[config.mk]
export PLATFORM = sky130hd
export DESIGN_NAME = xor_parity_propagator
export DESIGN_NICKNAME = d
export VERILOG_FILES = /design/src/rtl/core/xpp_pkg.sv /design/src/rtl/core/xpp_ram.sv /design/src/rtl/core/xor_parity_propagator.sv
export VERILOG_INCLUDE_DIRS = /design/src /design/src/rtl/core
export SDC_FILE = /design/constraint.sdc
export NUM_CORES = 1
export LEC_CHECK = 0
export ABC_CLOCK_PERIOD_IN_PS = 10100
export CAP_MARGIN = 5
export CORE_MARGIN = 4
export CORE_UTILIZATION = 60
export CTS_BUF_LIST = sky130_fd_sc_hd__clkbuf_2 sky130_fd_sc_hd__clkbuf_4 sky130_fd_sc_hd__clkbuf_8
export CTS_CLUSTER_DIAMETER = 30
export DETAILED_ROUTE_END_ITERATION = 8
export DONT_BUFFER_PORTS = 1
export GPL_TIMING_DRIVEN = 0
export MAX_ROUTING_LAYER = met4
export PLACE_DENSITY = 0.74
export SKIP_LAST_GASP = 1
export SLEW_MARGIN = 20
export SYNTH_ARGS = -nofsm -noshare
export SYNTH_HDL_FRONTEND = slang
export SYNTH_SLANG_ARGS = --single-unit
[constraint.sdc]
create_clock -name i_clk -period 10.1 [get_ports i_clk]
set_input_delay 0.505 -clock i_clk [delete_from_list [all_inputs] [get_ports i_clk]]
set_output_delay 0.505 -clock i_clk [all_outputs]
set_load 0.05 [all_outputs]
[src/rtl/core/assert_macros.svh]
// Assertion macros for the RTL files.
`ifndef ASSERT_MACROS_SVH
`define ASSERT_MACROS_SVH
`ifndef SYNTHESIS
// prop must hold at every rising clock edge outside reset
`define ASSERT_AT(lbl, clk, rst_n, prop) \
    lbl: assert property (@(posedge clk) disable iff (!rst_n) (prop)) \
        else $error("assertion failed");
// cond must never be seen at a rising clock edge outside reset
`define ASSERT_NEVER(lbl, clk, rst_n, cond) \
    lbl: assert property (@(posedge clk) disable iff (!rst_n) !(cond)) \
        else $error("forbidden condition seen");
`else
`define ASSERT_AT(lbl, clk, rst_n, prop)
`define ASSERT_NEVER(lbl, clk, rst_n, cond)
`endif
`endif

[src/rtl/core/xpp_pkg.sv]
// Types and constants of the parity propagator.
`default_nettype none
package xpp_pkg;

    localparam int DOM_W      = 2;
    localparam int STATUS_W   = 3;
    localparam int IDX_OUT_W  = 6;
    localparam int CNT_OUT_W  = 2;
    localparam int VCOUNT_W   = 7;
    localparam int CFG_DATA_W = 7;

    typedef logic [STATUS_W-1:0]   t_status;
    typedef logic [DOM_W-1:0]      t_domain;
    typedef logic [IDX_OUT_W-1:0]  t_out_index;
    typedef logic [CNT_OUT_W-1:0]  t_count;
    typedef logic [CFG_DATA_W-1:0] t_cfg_data;
    typedef logic                  t_cfg_idx;

    localparam t_status ST_WRITTEN    = 3'd0;
    localparam t_status ST_SKIPPED    = 3'd1;
    localparam t_status ST_CONSISTENT = 3'd2;
    localparam t_status ST_CONFLICT   = 3'd3;
    localparam t_status ST_FORCED     = 3'd4;

    localparam t_cfg_idx CFG_TARGET_PARITY = 1'b0;
    localparam t_cfg_idx CFG_VAR_COUNT     = 1'b1;

    localparam t_domain DOM_FREE  = 2'd3;
    localparam t_domain DOM_ZERO  = 2'd1;
    localparam t_domain DOM_ONE   = 2'd2;

    localparam logic [VCOUNT_W-1:0] VCOUNT_RESET = 7'd64;

endpackage
`default_nettype wire

[src/rtl/core/xpp_ram.sv]
// Generic RAM: one write port, one read port, registered read data.
`default_nettype none
module xpp_ram #(
    parameter int WIDTH = 2,
    parameter int DEPTH = 64
) (
    input  wire logic                     i_clk,
    input  wire logic                     i_we,
    input  wire logic [$clog2(DEPTH)-1:0] i_waddr,
    input  wire logic [WIDTH-1:0]         i_wdata,
    input  wire logic [$clog2(DEPTH)-1:0] i_raddr,
    output      logic [WIDTH-1:0]         o_rdata
);
    logic [WIDTH-1:0] r_mem [DEPTH];
    logic [WIDTH-1:0] r_rdata;

    always_ff @(posedge i_clk) begin
        if (i_we) begin
            r_mem[i_waddr] <= i_wdata;
        end
        r_rdata <= r_mem[i_raddr];
    end

    assign o_rdata = r_rdata;
endmodule
`default_nettype wire

[src/rtl/core/xor_parity_propagator.sv]
// Top level of the parity propagator: control sequencer around the domain RAM.
//
// Keeps a two-bit domain per variable in a RAM and checks one XOR constraint
// over the first var_count of them. After reset a clearing pass writes "both
// values allowed" to every entry, during which no transaction is accepted
// (configuration writes still are). A propagate transaction first reduces
// both watches modulo the scan length in a bit-serial remainder unit, reads
// the two watched domains and, when the skip test fails, scans the RAM one
// variable per cycle through its single read port before a wrap-up. One
// transaction is in work at a time; the output register holds a finished
// result while the next transaction is taken.
`default_nettype none
`include "assert_macros.svh"
module xor_parity_propagator #(
    parameter int MAX_VARS = 64
) (
    input  wire logic                 i_clk,
    input  wire logic                 i_rst_n,
    // configuration
    input  wire logic                 i_cfg_we,
    input  wire xpp_pkg::t_cfg_idx    i_cfg_idx,
    input  wire xpp_pkg::t_cfg_data   i_cfg_data,
    // input channel
    input  wire logic                 i_valid,
    output      logic                 o_ready,
    input  wire logic                 i_kind,
    input  wire logic [5:0]           i_var_index,
    input  wire xpp_pkg::t_domain     i_domain,
    // output channel
    output      logic                 o_valid,
    input  wire logic                 i_ready,
    output      xpp_pkg::t_status     o_status,
    output      xpp_pkg::t_out_index  o_forced_index,
    output      logic                 o_forced_value,
    output      xpp_pkg::t_count      o_unbound_count
);
    import xpp_pkg::*;

    localparam int AW   = (MAX_VARS > 1) ? $clog2(MAX_VARS) : 1;
    localparam int LW   = AW + 1;
    localparam int CNTW = $clog2(AW + 1);

    localparam logic [3:0] S_CLR  = 4'd0;
    localparam logic [3:0] S_IDLE = 4'd1;
    localparam logic [3:0] S_MOD  = 4'd2;
    localparam logic [3:0] S_RDA  = 4'd3;
    localparam logic [3:0] S_RDB  = 4'd4;
    localparam logic [3:0] S_CHK  = 4'd5;
    localparam logic [3:0] S_SCAN = 4'd6;
    localparam logic [3:0] S_FIN  = 4'd7;
    localparam logic [3:0] S_DONE = 4'd8;

    logic [3:0]          r_state, n_state;
    logic                r_target, n_target;
    logic [VCOUNT_W-1:0] r_var_count, n_var_count;
    logic [AW-1:0]       r_wf, n_wf, r_ws, n_ws;
    logic [AW-1:0]       r_sh_a, n_sh_a, r_sh_b, n_sh_b;
    logic [AW-1:0]       r_rem_a, n_rem_a, r_rem_b, n_rem_b;
    logic [CNTW-1:0]     r_bitcnt, n_bitcnt;
    logic                r_ua, n_ua;
    logic [AW-1:0]       r_addr, n_addr;
    logic [LW-1:0]       r_issued, n_issued;
    logic                r_pend, n_pend;
    logic [AW-1:0]       r_pend_idx, n_pend_idx;
    logic                r_pend_last, n_pend_last;
    logic                r_lhs, n_lhs;
    t_count              r_active, n_active;
    logic [AW-1:0]       r_clr_addr, n_clr_addr;
    t_status             r_res_status, n_res_status;
    t_out_index          r_res_fidx, n_res_fidx;
    logic                r_res_fval, n_res_fval;
    t_count              r_res_cnt, n_res_cnt;
    logic                r_out_valid, n_out_valid;
    t_status             r_out_status, n_out_status;
    t_out_index          r_out_fidx, n_out_fidx;
    logic                r_out_fval, n_out_fval;
    t_count              r_out_cnt, n_out_cnt;

    logic [LW-1:0]       w_len;
    logic [LW-1:0]       w_tmp_a, w_tmp_b;
    logic [LW-1:0]       w_addr_inc;
    logic                w_stop;
    logic                w_fval;
    logic                w_mem_we;
    logic [AW-1:0]       w_mem_waddr;
    t_domain             w_mem_wdata;
    logic [AW-1:0]       w_mem_raddr;
    t_domain             w_mem_rdata;

    xpp_ram #(
        .WIDTH (DOM_W),
        .DEPTH (MAX_VARS)
    ) u_dom_ram (
        .i_clk   (i_clk),
        .i_we    (w_mem_we),
        .i_waddr (w_mem_waddr),
        .i_wdata (w_mem_wdata),
        .i_raddr (w_mem_raddr),
        .o_rdata (w_mem_rdata)
    );

    // effective scan length: zero acts as one, capped at the store size
    always_comb begin
        if (r_var_count == '0) begin
            w_len = LW'(1);
        end else if (32'(r_var_count) > 32'(MAX_VARS)) begin
            w_len = LW'(MAX_VARS);
        end else begin
            w_len = LW'(r_var_count);
        end
    end

    assign o_ready = (r_state == S_IDLE);
    assign w_fval  = r_lhs ^ r_target;

    always_comb begin
        n_state      = r_state;
        n_target     = r_target;
        n_var_count  = r_var_count;
        n_wf         = r_wf;
        n_ws         = r_ws;
        n_sh_a       = r_sh_a;
        n_sh_b       = r_sh_b;
        n_rem_a      = r_rem_a;
        n_rem_b      = r_rem_b;
        n_bitcnt     = r_bitcnt;
        n_ua         = r_ua;
        n_addr       = r_addr;
        n_issued     = r_issued;
        n_pend       = r_pend;
        n_pend_idx   = r_pend_idx;
        n_pend_last  = r_pend_last;
        n_lhs        = r_lhs;
        n_active     = r_active;
        n_clr_addr   = r_clr_addr;
        n_res_status = r_res_status;
        n_res_fidx   = r_res_fidx;
        n_res_fval   = r_res_fval;
        n_res_cnt    = r_res_cnt;
        n_out_valid  = r_out_valid;
        n_out_status = r_out_status;
        n_out_fidx   = r_out_fidx;
        n_out_fval   = r_out_fval;
        n_out_cnt    = r_out_cnt;
        w_mem_we     = 1'b0;
        w_mem_waddr  = r_clr_addr;
        w_mem_wdata  = DOM_FREE;
        w_mem_raddr  = r_addr;
        w_stop       = 1'b0;
        w_tmp_a      = {r_rem_a, r_sh_a[AW-1]};
        w_tmp_b      = {r_rem_b, r_sh_b[AW-1]};
        w_addr_inc   = LW'(r_addr) + LW'(1);

        if (i_cfg_we) begin
            unique case (i_cfg_idx)
                CFG_TARGET_PARITY: n_target    = i_cfg_data[0];
                CFG_VAR_COUNT:     n_var_count = i_cfg_data[VCOUNT_W-1:0];
                default:           n_target    = r_target;
            endcase
        end

        if (r_out_valid && i_ready) begin
            n_out_valid = 1'b0;
        end

        unique case (r_state)
            S_CLR: begin
                w_mem_we   = 1'b1;
                n_clr_addr = r_clr_addr + AW'(1);
                if (r_clr_addr == AW'(MAX_VARS - 1)) begin
                    n_state = S_IDLE;
                end
            end
            S_IDLE: begin
                if (i_valid) begin
                    if (!i_kind) begin
                        w_mem_we     = (32'(i_var_index) < 32'(MAX_VARS));
                        w_mem_waddr  = AW'(i_var_index);
                        w_mem_wdata  = i_domain;
                        n_res_status = ST_WRITTEN;
                        n_res_fidx   = '0;
                        n_res_fval   = 1'b0;
                        n_res_cnt    = '0;
                        n_state      = S_DONE;
                    end else begin
                        n_sh_a   = r_wf;
                        n_sh_b   = r_ws;
                        n_rem_a  = '0;
                        n_rem_b  = '0;
                        n_bitcnt = CNTW'(AW);
                        n_state  = S_MOD;
                    end
                end
            end
            S_MOD: begin
                // restoring remainder, one watch bit per cycle, MSB first
                if (w_tmp_a >= w_len) begin
                    w_tmp_a = w_tmp_a - w_len;
                end
                if (w_tmp_b >= w_len) begin
                    w_tmp_b = w_tmp_b - w_len;
                end
                n_rem_a  = w_tmp_a[AW-1:0];
                n_rem_b  = w_tmp_b[AW-1:0];
                n_sh_a   = r_sh_a << 1;
                n_sh_b   = r_sh_b << 1;
                n_bitcnt = r_bitcnt - CNTW'(1);
                if (r_bitcnt == CNTW'(1)) begin
                    n_state = S_RDA;
                end
            end
            S_RDA: begin
                w_mem_raddr = r_rem_a;
                n_state     = S_RDB;
            end
            S_RDB: begin
                w_mem_raddr = r_rem_b;
                n_ua        = (w_mem_rdata == DOM_FREE);
                n_state     = S_CHK;
            end
            S_CHK: begin
                if ((r_rem_a != r_rem_b) && r_ua && (w_mem_rdata == DOM_FREE)) begin
                    n_res_status = ST_SKIPPED;
                    n_res_fidx   = '0;
                    n_res_fval   = 1'b0;
                    n_res_cnt    = '0;
                    n_state      = S_DONE;
                end else begin
                    n_addr   = r_rem_a;
                    n_issued = '0;
                    n_pend   = 1'b0;
                    n_lhs    = 1'b0;
                    n_active = '0;
                    n_state  = S_SCAN;
                end
            end
            S_SCAN: begin
                // data of the read issued last cycle
                if (r_pend) begin
                    if (!w_mem_rdata[0]) begin
                        n_lhs = ~r_lhs;
                    end else if (w_mem_rdata[1]) begin
                        if (r_active == '0) begin
                            n_active = CNT_OUT_W'(1);
                            n_wf     = r_pend_idx;
                        end else begin
                            n_active = CNT_OUT_W'(2);
                            n_ws     = r_pend_idx;
                            w_stop   = 1'b1;
                        end
                    end
                    if (r_pend_last) begin
                        w_stop = 1'b1;
                    end
                end
                if (w_stop) begin
                    n_pend  = 1'b0;
                    n_state = S_FIN;
                end else if (r_issued != w_len) begin
                    w_mem_raddr = r_addr;
                    n_pend      = 1'b1;
                    n_pend_idx  = r_addr;
                    n_pend_last = ((r_issued + LW'(1)) == w_len);
                    n_addr      = (w_addr_inc == w_len) ? '0 : w_addr_inc[AW-1:0];
                    n_issued    = r_issued + LW'(1);
                end else begin
                    n_pend = 1'b0;
                end
            end
            S_FIN: begin
                n_res_fidx = '0;
                n_res_fval = 1'b0;
                n_res_cnt  = r_active;
                if (r_active == '0) begin
                    n_res_status = (r_lhs != r_target) ? ST_CONFLICT : ST_CONSISTENT;
                end else if (r_active == CNT_OUT_W'(1)) begin
                    w_mem_we     = 1'b1;
                    w_mem_waddr  = r_wf;
                    w_mem_wdata  = w_fval ? DOM_ONE : DOM_ZERO;
                    n_res_status = ST_FORCED;
                    n_res_fidx   = IDX_OUT_W'(r_wf);
                    n_res_fval   = w_fval;
                end else begin
                    n_res_status = ST_CONSISTENT;
                end
                n_state = S_DONE;
            end
            S_DONE: begin
                if (!r_out_valid || i_ready) begin
                    n_out_valid  = 1'b1;
                    n_out_status = r_res_status;
                    n_out_fidx   = r_res_fidx;
                    n_out_fval   = r_res_fval;
                    n_out_cnt    = r_res_cnt;
                    n_state      = S_IDLE;
                end
            end
            default: n_state = S_IDLE;
        endcase
    end

    always_ff @(posedge i_clk) begin
        if (!i_rst_n) begin
            r_state     <= S_CLR;
            r_target    <= 1'b0;
            r_var_count <= VCOUNT_RESET;
            r_wf        <= '0;
            r_ws        <= AW'(1);
            r_clr_addr  <= '0;
            r_pend      <= 1'b0;
            r_active    <= '0;
            r_issued    <= '0;
            r_out_valid <= 1'b0;
        end else begin
            r_state     <= n_state;
            r_target    <= n_target;
            r_var_count <= n_var_count;
            r_wf        <= n_wf;
            r_ws        <= n_ws;
            r_clr_addr  <= n_clr_addr;
            r_pend      <= n_pend;
            r_active    <= n_active;
            r_issued    <= n_issued;
            r_out_valid <= n_out_valid;
        end
    end

    always_ff @(posedge i_clk) begin
        r_sh_a       <= n_sh_a;
        r_sh_b       <= n_sh_b;
        r_rem_a      <= n_rem_a;
        r_rem_b      <= n_rem_b;
        r_bitcnt     <= n_bitcnt;
        r_ua         <= n_ua;
        r_addr       <= n_addr;
        r_pend_idx   <= n_pend_idx;
        r_pend_last  <= n_pend_last;
        r_lhs        <= n_lhs;
        r_res_status <= n_res_status;
        r_res_fidx   <= n_res_fidx;
        r_res_fval   <= n_res_fval;
        r_res_cnt    <= n_res_cnt;
        r_out_status <= n_out_status;
        r_out_fidx   <= n_out_fidx;
        r_out_fval   <= n_out_fval;
        r_out_cnt    <= n_out_cnt;
    end

    assign o_valid         = r_out_valid;
    assign o_status        = r_out_status;
    assign o_forced_index  = r_out_fidx;
    assign o_forced_value  = r_out_fval;
    assign o_unbound_count = r_out_cnt;

    `ASSERT_AT(a_status_range, i_clk, i_rst_n, o_valid |-> (o_status <= ST_FORCED))
    `ASSERT_AT(a_unused_fields, i_clk, i_rst_n, (o_valid && (o_status != ST_FORCED)) |-> ((o_forced_index == '0) && !o_forced_value))
    `ASSERT_AT(a_no_count_on_write_skip, i_clk, i_rst_n, (o_valid && ((o_status == ST_WRITTEN) || (o_status == ST_SKIPPED))) |-> (o_unbound_count == '0))
    `ASSERT_AT(a_scan_bound, i_clk, i_rst_n, (r_state == S_SCAN) |-> (r_issued <= w_len))
    `ASSERT_NEVER(a_write_in_scan, i_clk, i_rst_n, (r_state == S_SCAN) && w_mem_we)
    `ASSERT_NEVER(a_active_overflow, i_clk, i_rst_n, r_active == CNT_OUT_W'(3))
endmodule
`default_nettype wire
Yosys cells after proc, flatten, opt, wreduce, memory -nomap -nowiden
Memory sizes are Yosys's and may differ from the RTL's. A register that Yosys moved wholly into a read port is not among the register bits.
Cells that the tools add are included.
{ "word_totals": {"memories": 1, "register_bits": 107, "ram_bits": 128} }
{ "mem_list": {"columns": ["memory", "words", "word_bits", "rd", "rd_ports_with_merged_regs", "wr", "line", "text"], "rows": [
  ["u_dom_ram.r_mem", 64, 2, 1, 1, 1, "xpp_ram.sv:14", "logic [WIDTH-1:0] r_mem [DEPTH];"]
]} }
{ "op_classes": {"n_eq_ne": 32, "n_bitwise": 5, "n_addsub": 6, "n_reduce_logical": 24, "magnitude_cmp": 3, "n_mux": 98} }
{ "op_table": {"columns": ["operator", "count"], "rows": [
  ["6-bit two-way mux", 21],
  ["6-bit case mux with 2 select lines", 7],
  ["4-bit case mux with 9 select lines", 1],
  ["7-bit two-way mux", 5],
  ["4-bit two-way mux", 7],
  ["1-bit two-way mux", 26],
  ["2-bit two-way mux", 13],
  ["2-bit inequality test, second input constant", 12],
  ["3-bit two-way mux", 7],
  ["5-bit AND reduction", 4],
  ["6-bit case mux with 3 select lines", 1],
  ["4-bit by 3-bit == test with 1-bit output, second input constant", 4],
  ["7-bit == test", 2],
  ["7-bit >= comparator", 2],
  ["7-bit case mux with 2 select lines", 1],
  ["4-bit AND reduction", 3],
  ["6-bit subtractor", 2],
  ["3-bit case mux with 3 select lines", 1],
  ["4-bit by 2-bit == test with 1-bit output, second input constant", 2],
  ["2-bit case mux with 2 select lines", 2],
  ["2-bit AND reduction", 4],
  ["6-bit by 1-bit adder with 7-bit output, second input constant", 1],
  ["7-bit by 1-bit adder with 7-bit output, second input constant", 1],
  ["7-bit > comparator, second input constant", 1],
  ["27 further kinds", 38]
]} }

Depth between registers and ports, before layout
{ "logic_depth": {"ltp_word": 9, "ltp_mapped": 13, "mapped_depth_nobuf": 12} }

By module
From an unflattened synthesis, not the netlist that was laid out.
{ "hier_totals": {"cells_unflattened": 937, "hier_area_um2": 11403.4} }
{ "by_module_without_submodules": {"columns": ["mod", "seq_area_each_um2", "cells_each", "area_per_inst_um2", "n_inst"], "rows": [
  ["xor_parity_propagator", 2802.7, 622, 5914.4, 1],
  ["xpp_ram", 3883.7, 315, 5489.0, 1]
]} }

Least setup slack after synthesis
OpenSTA, ideal clock, no wires.
{ "synth_path": {"path_type": "flip-flop to flip-flop", "from": "register r_state[0]", "to": "memory u_dom_ram.r_mem[0][0], data pin", "stages_incl_launch_ff": 7, "t_required_ps": 9552, "path_buffers": 1, "path_slack_ps": 6771, "arrival_ps": 2781, "cell_sequence": "dfxtp_1 buf_2 and2b_1 nand3_1 nor2_1 and2_1 a21oi_1"} }
{ "synth_between": {"elab_chain_len": 2, "elab_cells_between_ends": 3, "classes_between": "eq/ne: 2; mux: 1"} }
{ "synth_lines": {"columns": ["item", "line", "text"], "rows": [
  ["start, declared", "xor_parity_propagator.sv:53", "logic [3:0] r_state, n_state;"],
  ["start signal, assigned", "xor_parity_propagator.sv:315", "r_state <= n_state;"],
  ["4-bit by 3-bit == test with 1-bit output or 4-bit by 1-bit == test with 1-bit output (tied branches)", "xor_parity_propagator.sv:166", "unique case (r_state)"],
  ["2-bit case mux with 2 select lines *", "xor_parity_propagator.sv:166", null],
  ["via u_dom_ram.i_wdata[0]", "xpp_ram.sv:10", "input wire logic [WIDTH-1:0] i_wdata,"],
  ["end, declared", "xpp_ram.sv:14", null]
]} }
The timed path passes the listed nets; every way through them passes the cells marked *.

Final worst setup path
{ "layout_path": {"from": "register r_var_count[1]", "to": "register r_rem_a[1], data pin"} }
{ "layout_between": {"elab_chain_len": 6, "elab_cells_between_ends": 8, "classes_between": "add/sub: 1; order compare: 2; mux: 4; reduce/logical: 1"} }
{ "layout_lines": {"columns": ["item", "line", "text"], "rows": [
  ["start, declared", "xor_parity_propagator.sv:55", "logic [VCOUNT_W-1:0] r_var_count, n_var_count;"],
  ["start signal, assigned", "xor_parity_propagator.sv:317", "r_var_count <= n_var_count;"],
  ["7-bit > comparator", "xor_parity_propagator.sv:106", "end else if (32'(r_var_count) > 32'(MAX_VARS)) begin"],
  ["7-bit two-way mux", "xor_parity_propagator.sv:106", null],
  ["7-bit two-way mux *", "xor_parity_propagator.sv:104", "if (r_var_count == '0) begin"],
  ["6-bit subtractor or 7-bit >= comparator (tied branches)", "xor_parity_propagator.sv:198, xor_parity_propagator.sv:197", null],
  ["6-bit two-way mux *", "xor_parity_propagator.sv:197", "if (w_tmp_a >= w_len) begin"],
  ["6-bit case mux with 2 select lines *", "xor_parity_propagator.sv:166", null],
  ["end signal, assigned", "xor_parity_propagator.sv:331", "r_rem_a <= n_rem_a;"],
  ["end, declared", "xor_parity_propagator.sv:58", "logic [AW-1:0] r_rem_a, n_rem_a, r_rem_b, n_rem_b;"]
]} }
Mark *: on every way between the ends. The rest lies on a longest branch, timed or not.
A chain may end at the register's enable or synchronous reset.

==> run summary <==
================================================================================
Status ............................................................    completed
Fraction of final layout cells sized beyond drive strength 1 ......        0.114
Count leader, synth ............................................... sky130_fd_sc_hd__edfxtp_1
Ratio of routed vias to standard cells ............................         6.24
Reg-to-reg critical path endpoint .................................   r_rem_a[1]
Required time reported for the critical path endpoint .............     10.38 ns
Peak ir drop on the vdd network ...................................     0.129 mV
Die area ..........................................................  20900 sq um
Die height ........................................................       144 um
Number of diodes added for antenna fixing .........................            0
Total GRT Usage ...................................................        0.283
Post-CTS setup buffers ............................................            0
Drt drc ...........................................................            0
Synthesized flop and latch total ..................................          237
Kind of start point of the critical path ..........................         flop
FP Rows ...........................................................           49
Biggest regs ...................................................... u_dom_ram.r_mem x128, r_issued x7, r_var_count x7
Worst-Skew Late Latency ...........................................      0.57 ns
Area Growth Syn to Fin ............................................        12.7%
Share of synthesized registers carrying an async set or reset .....            0
Area fraction of the dominant cell type after synthesis ...........        0.522
Met3 capacity usage during global routing .........................       0.0691
Setup slack of the worst register-to-register path ................      6.38 ns
Critical-path cell with the highest stage delay ................... sky130_fd_sc_hd__a21oi_1
Final core area utilization .......................................        0.694
Total of max-cap violations .......................................            0
Routed Antenna Nets ...............................................            0
Starting DRT DRC Count ............................................          939
Max FFs per register ..............................................          128
Max-slew headroom at the worst pin ................................        0.293
Worst setup path category ......................................... flop to flop
Detailed Routing Iterations Pass 1 ................................            5
Via count of the routed design ....................................         8369
Instance count of the mapped netlist ..............................         1020
Largest net degree at the start of global routing .................           65
Drt total wl ......................................................      28.2 mm
Fraction of met1 tracks used by global routing ....................        0.403
Setup TNS .........................................................         0 ns
Maximum single-stage delay on the critical path ...................      0.61 ns
Sequential share of the synthesized area ..........................        0.599
Area used by sequential logic in the layout .......................   6690 sq um
Syn Nets ..........................................................         1064
Detailed Place HPWL ...............................................      19.5 mm
Critical Path End .................................................   r_rem_a[1]
Power density over cell area ......................................  167 nW/um^2
Stages on the worst setup path ....................................           13
Post-synthesis cell area ..........................................  11200 sq um
Top cell types by occurrence after synthesis ...................... sky130_fd_sc_hd__edfxtp_1, sky130_fd_sc_hd__nand2_1, sky130_fd_sc_hd__nor2_1, sky130_fd_sc_hd__nand3_1, sky130_fd_sc_hd__dfxtp_1
Post-synthesis share of cell area spent on xor and xnor gates .....       0.0337
Multiplexer area fraction after synthesis .........................       0.0308
Dpl cells .........................................................         1253
Synth Area in Compound Gates ......................................       0.0926
Adder and majority gate portion of the synthesized area ...........       0.0287
Area of combinational cells with multiple inputs ..................   4250 sq um
Buffers added on ports ............................................            0
Clock root buffer ................................................. sky130_fd_sc_hd__clkbuf_8
Met2 usage ........................................................        0.399
Number of synthesized flops with an enable pin ....................          194
Inserted Clock Buffers ............................................           47
Most Used Layer, Global Route .....................................         met1
Dominant cell type by area after synthesis ........................ sky130_fd_sc_hd__edfxtp_1
Maximum operating frequency .......................................    0.269 GHz
Min-delay worst type .............................................. input port to flop
CORE AREA .........................................................  18100 sq um
Total power consumption of the routed design ......................      2.11 mW
Endpoints failing setup ...........................................            0
Maximum number of buffers from clock root to sink .................            3
Reg2reg path depth ................................................           13
Hold violation count in the final report ..........................            0
Layout Cells excl Fill ............................................         1341
Final count of pins violating max slew ............................            0
Static leakage power ..............................................      4.52 nW
Global-route wire length before repair ............................      43.3 mm
Source of the worst register-to-register timing path .............. r_var_count[1]
Number of top-level pins ..........................................           36
Setup repair after global routing missed its margin ...............        false
Tightest Pin Transition ...........................................      1.05 ns
Largest delay share family, worst path ............................ compound AO/OA/AOI/OAI gates
Syn. warnings .....................................................            0
Crit share post-route .............................................        0.368
Maximum fanout along the worst path ...............................            9
H-tree level count ................................................            2
Vias in the first global route ....................................         7988
Setup clock skew after layout .....................................    0.0271 ns
Ys flop type ...................................................... sky130_fd_sc_hd__edfxtp_1
Placement Cell Area ...............................................  11600 sq um
Post-layout net count .............................................         1118
Crit. Startpoint .................................................. r_var_count[1]
Simple-gate share of the synthesized area .........................        0.191
Final critical path time including I/O delays and setup ...........      3.72 ns
Kind of end point of the critical path ............................         flop
Sequence of cells on the critical path ............................ nor4_1 -> nand2_1 -> a21oi_1 -> ha_1 -> inv_1 -> a21o_1 -> maj3_1 -> a21o_1 -> maj3_1 -> a21bo_2 -> clkbuf_1 -> nor2_1 -> a211oi_1
Initial core utilization ..........................................        0.615
Depth of the worst hold-timing path ...............................            1
Area contributors post-synth ...................................... sky130_fd_sc_hd__edfxtp_1, sky130_fd_sc_hd__dfxtp_1, sky130_fd_sc_hd__nand2_1
Mean routed wirelength per cell ...................................      21.0 um
Clock sink count ..................................................          237
Number of antenna violations at the first check in global routing .            0
Total congestion overflow after global routing ....................            0
Count of filler cells inserted in the layout ......................         1352
Reg clk slew, reported paths ......................................      0.06 ns
Arrival time at the worst endpoint ................................      4.00 ns
Largest family of logic cells by synthesized area ................. simple AND/OR/NAND/NOR gates
Number of buffers and inverters on the critical path ..............            2
CTS tree ..........................................................        built
Register with the most flip-flops ................................. u_dom_ram.r_mem
Avg Inst Size Synth ...............................................   11.0 sq um
Design area .......................................................  12600 sq um
Number of different library cells in the post-synthesis netlist ...           78
Placer congestion estimate ........................................        0.944
Die X-Extent ......................................................       144 um
================================================================================
[cell type report]
class / count / area share
timing repair buffer: 5 / 0.00636
tap: 229 / 0.0228
sequential: 237 / 0.531
clock buffer: 65 / 0.0641
buffer: 40 / 0.0139
clock inverter: 22 / 0.0161
multi-input combinational: 717 / 0.338
inverter: 26 / 0.00785
[worst register-to-register path: cells and delay by family (launching register included)]
kind | cells | cell delay, ns
AND/OR/NAND/NOR | 3 | 0.54
buffers and inverters | 2 | 0.24
AO/OA/AOI/OAI | 5 | 1.23
adder cells (fa/ha/maj) | 3 | 1.05
flip-flops | 1 | 0.38
[cells in the final DEF (no fill, tap or decap), types with 5 or more instances in the layout]
cell	n
sky130_fd_sc_hd__clkbuf_4	14
sky130_fd_sc_hd__and3_1	5
sky130_fd_sc_hd__clkinv_4	5
sky130_fd_sc_hd__nand2b_1	8
sky130_fd_sc_hd__nor3_1	15
sky130_fd_sc_hd__o2111ai_1	5
sky130_fd_sc_hd__nand4_1	23
sky130_fd_sc_hd__a21boi_0	5
sky130_fd_sc_hd__nor2b_1	11
sky130_fd_sc_hd__nor4_1	5
sky130_fd_sc_hd__and2_1	12
sky130_fd_sc_hd__o22ai_1	5
sky130_fd_sc_hd__a311oi_1	5
sky130_fd_sc_hd__inv_1	24
sky130_fd_sc_hd__clkbuf_8	51
sky130_fd_sc_hd__edfxtp_1	194
sky130_fd_sc_hd__dfxtp_1	43
sky130_fd_sc_hd__a22oi_1	5
sky130_fd_sc_hd__nand2_1	174
sky130_fd_sc_hd__a32oi_1	8
sky130_fd_sc_hd__buf_2	13
sky130_fd_sc_hd__a221oi_1	6
sky130_fd_sc_hd__mux2i_1	31
sky130_fd_sc_hd__a211oi_1	6
sky130_fd_sc_hd__o21ai_0	21
sky130_fd_sc_hd__ha_1	20
sky130_fd_sc_hd__clkbuf_1	23
sky130_fd_sc_hd__nand3_1	54
sky130_fd_sc_hd__clkinv_2	5
sky130_fd_sc_hd__xor2_1	18
sky130_fd_sc_hd__nor2_1	133
sky130_fd_sc_hd__clkinvlp_4	6
sky130_fd_sc_hd__a221o_1	7
sky130_fd_sc_hd__a21oi_1	36
sky130_fd_sc_hd__xnor2_1	25
[cells by family after synthesis]
group	count (synthesis)
adders and majority gates	25
and+or+nand+nor	470
muxes	33
buffers and inverters	66
DFF	237
xor gates and xnor gates	43
AOI/OAI and AO/OA	146
[layer usage]
layer,share of wire,up-vias
met4,0.028,0
met5,0,-
met2,0.43,473
li1,-,3839
met3,0.11,74
met1,0.43,3983
[metrics by stage]
stage / hold slack [ns] / worst slack (ns)
after global routing: 0.0198 / 5.99
after detailed placement: 0.405 / 6.44
final: 0.0289 / 6.38
after global placement: 0.401 / 4.81
after floorplan: 0.400 / 6.77
after CTS: 0.0106 / 6.42
[report_power, final]
group | switching (mW) | total, mW | internal [mW] | leakage [nW]
Clock | 0.429 | 1.01 | 0.581 | 0.513
Combinational | 0.0319 | 0.0461 | 0.0142 | 1.81
Sequential | 0.00393 | 1.05 | 1.05 | 2.19
Total | 0.465 | 2.11 | 1.64 | 4.52
[worst min path at each step]
stage | startpoint | to | slack [ns]
2_1_floorplan | r_res_fidx[0] | o_forced_index[0] | 0.40
3_3_place_gp | r_res_fidx[0] | o_forced_index[0] | 0.40
3_5_place_dp | r_res_fidx[3] | o_forced_index[3] | 0.40
4_1_cts | i_rst_n | r_var_count[6] | 0.01
5_1_grt | i_rst_n | r_var_count[6] | 0.02
6_report | i_rst_n | r_var_count[6] | 0.03
[timing repair]
action                                 4_1_cts  5_1_grt
endpoints found under the hold margin        1        0
resized for setup                            0        0
hold buffers                                 1        0
Note: power is estimated with default switching activity, not from simulation.
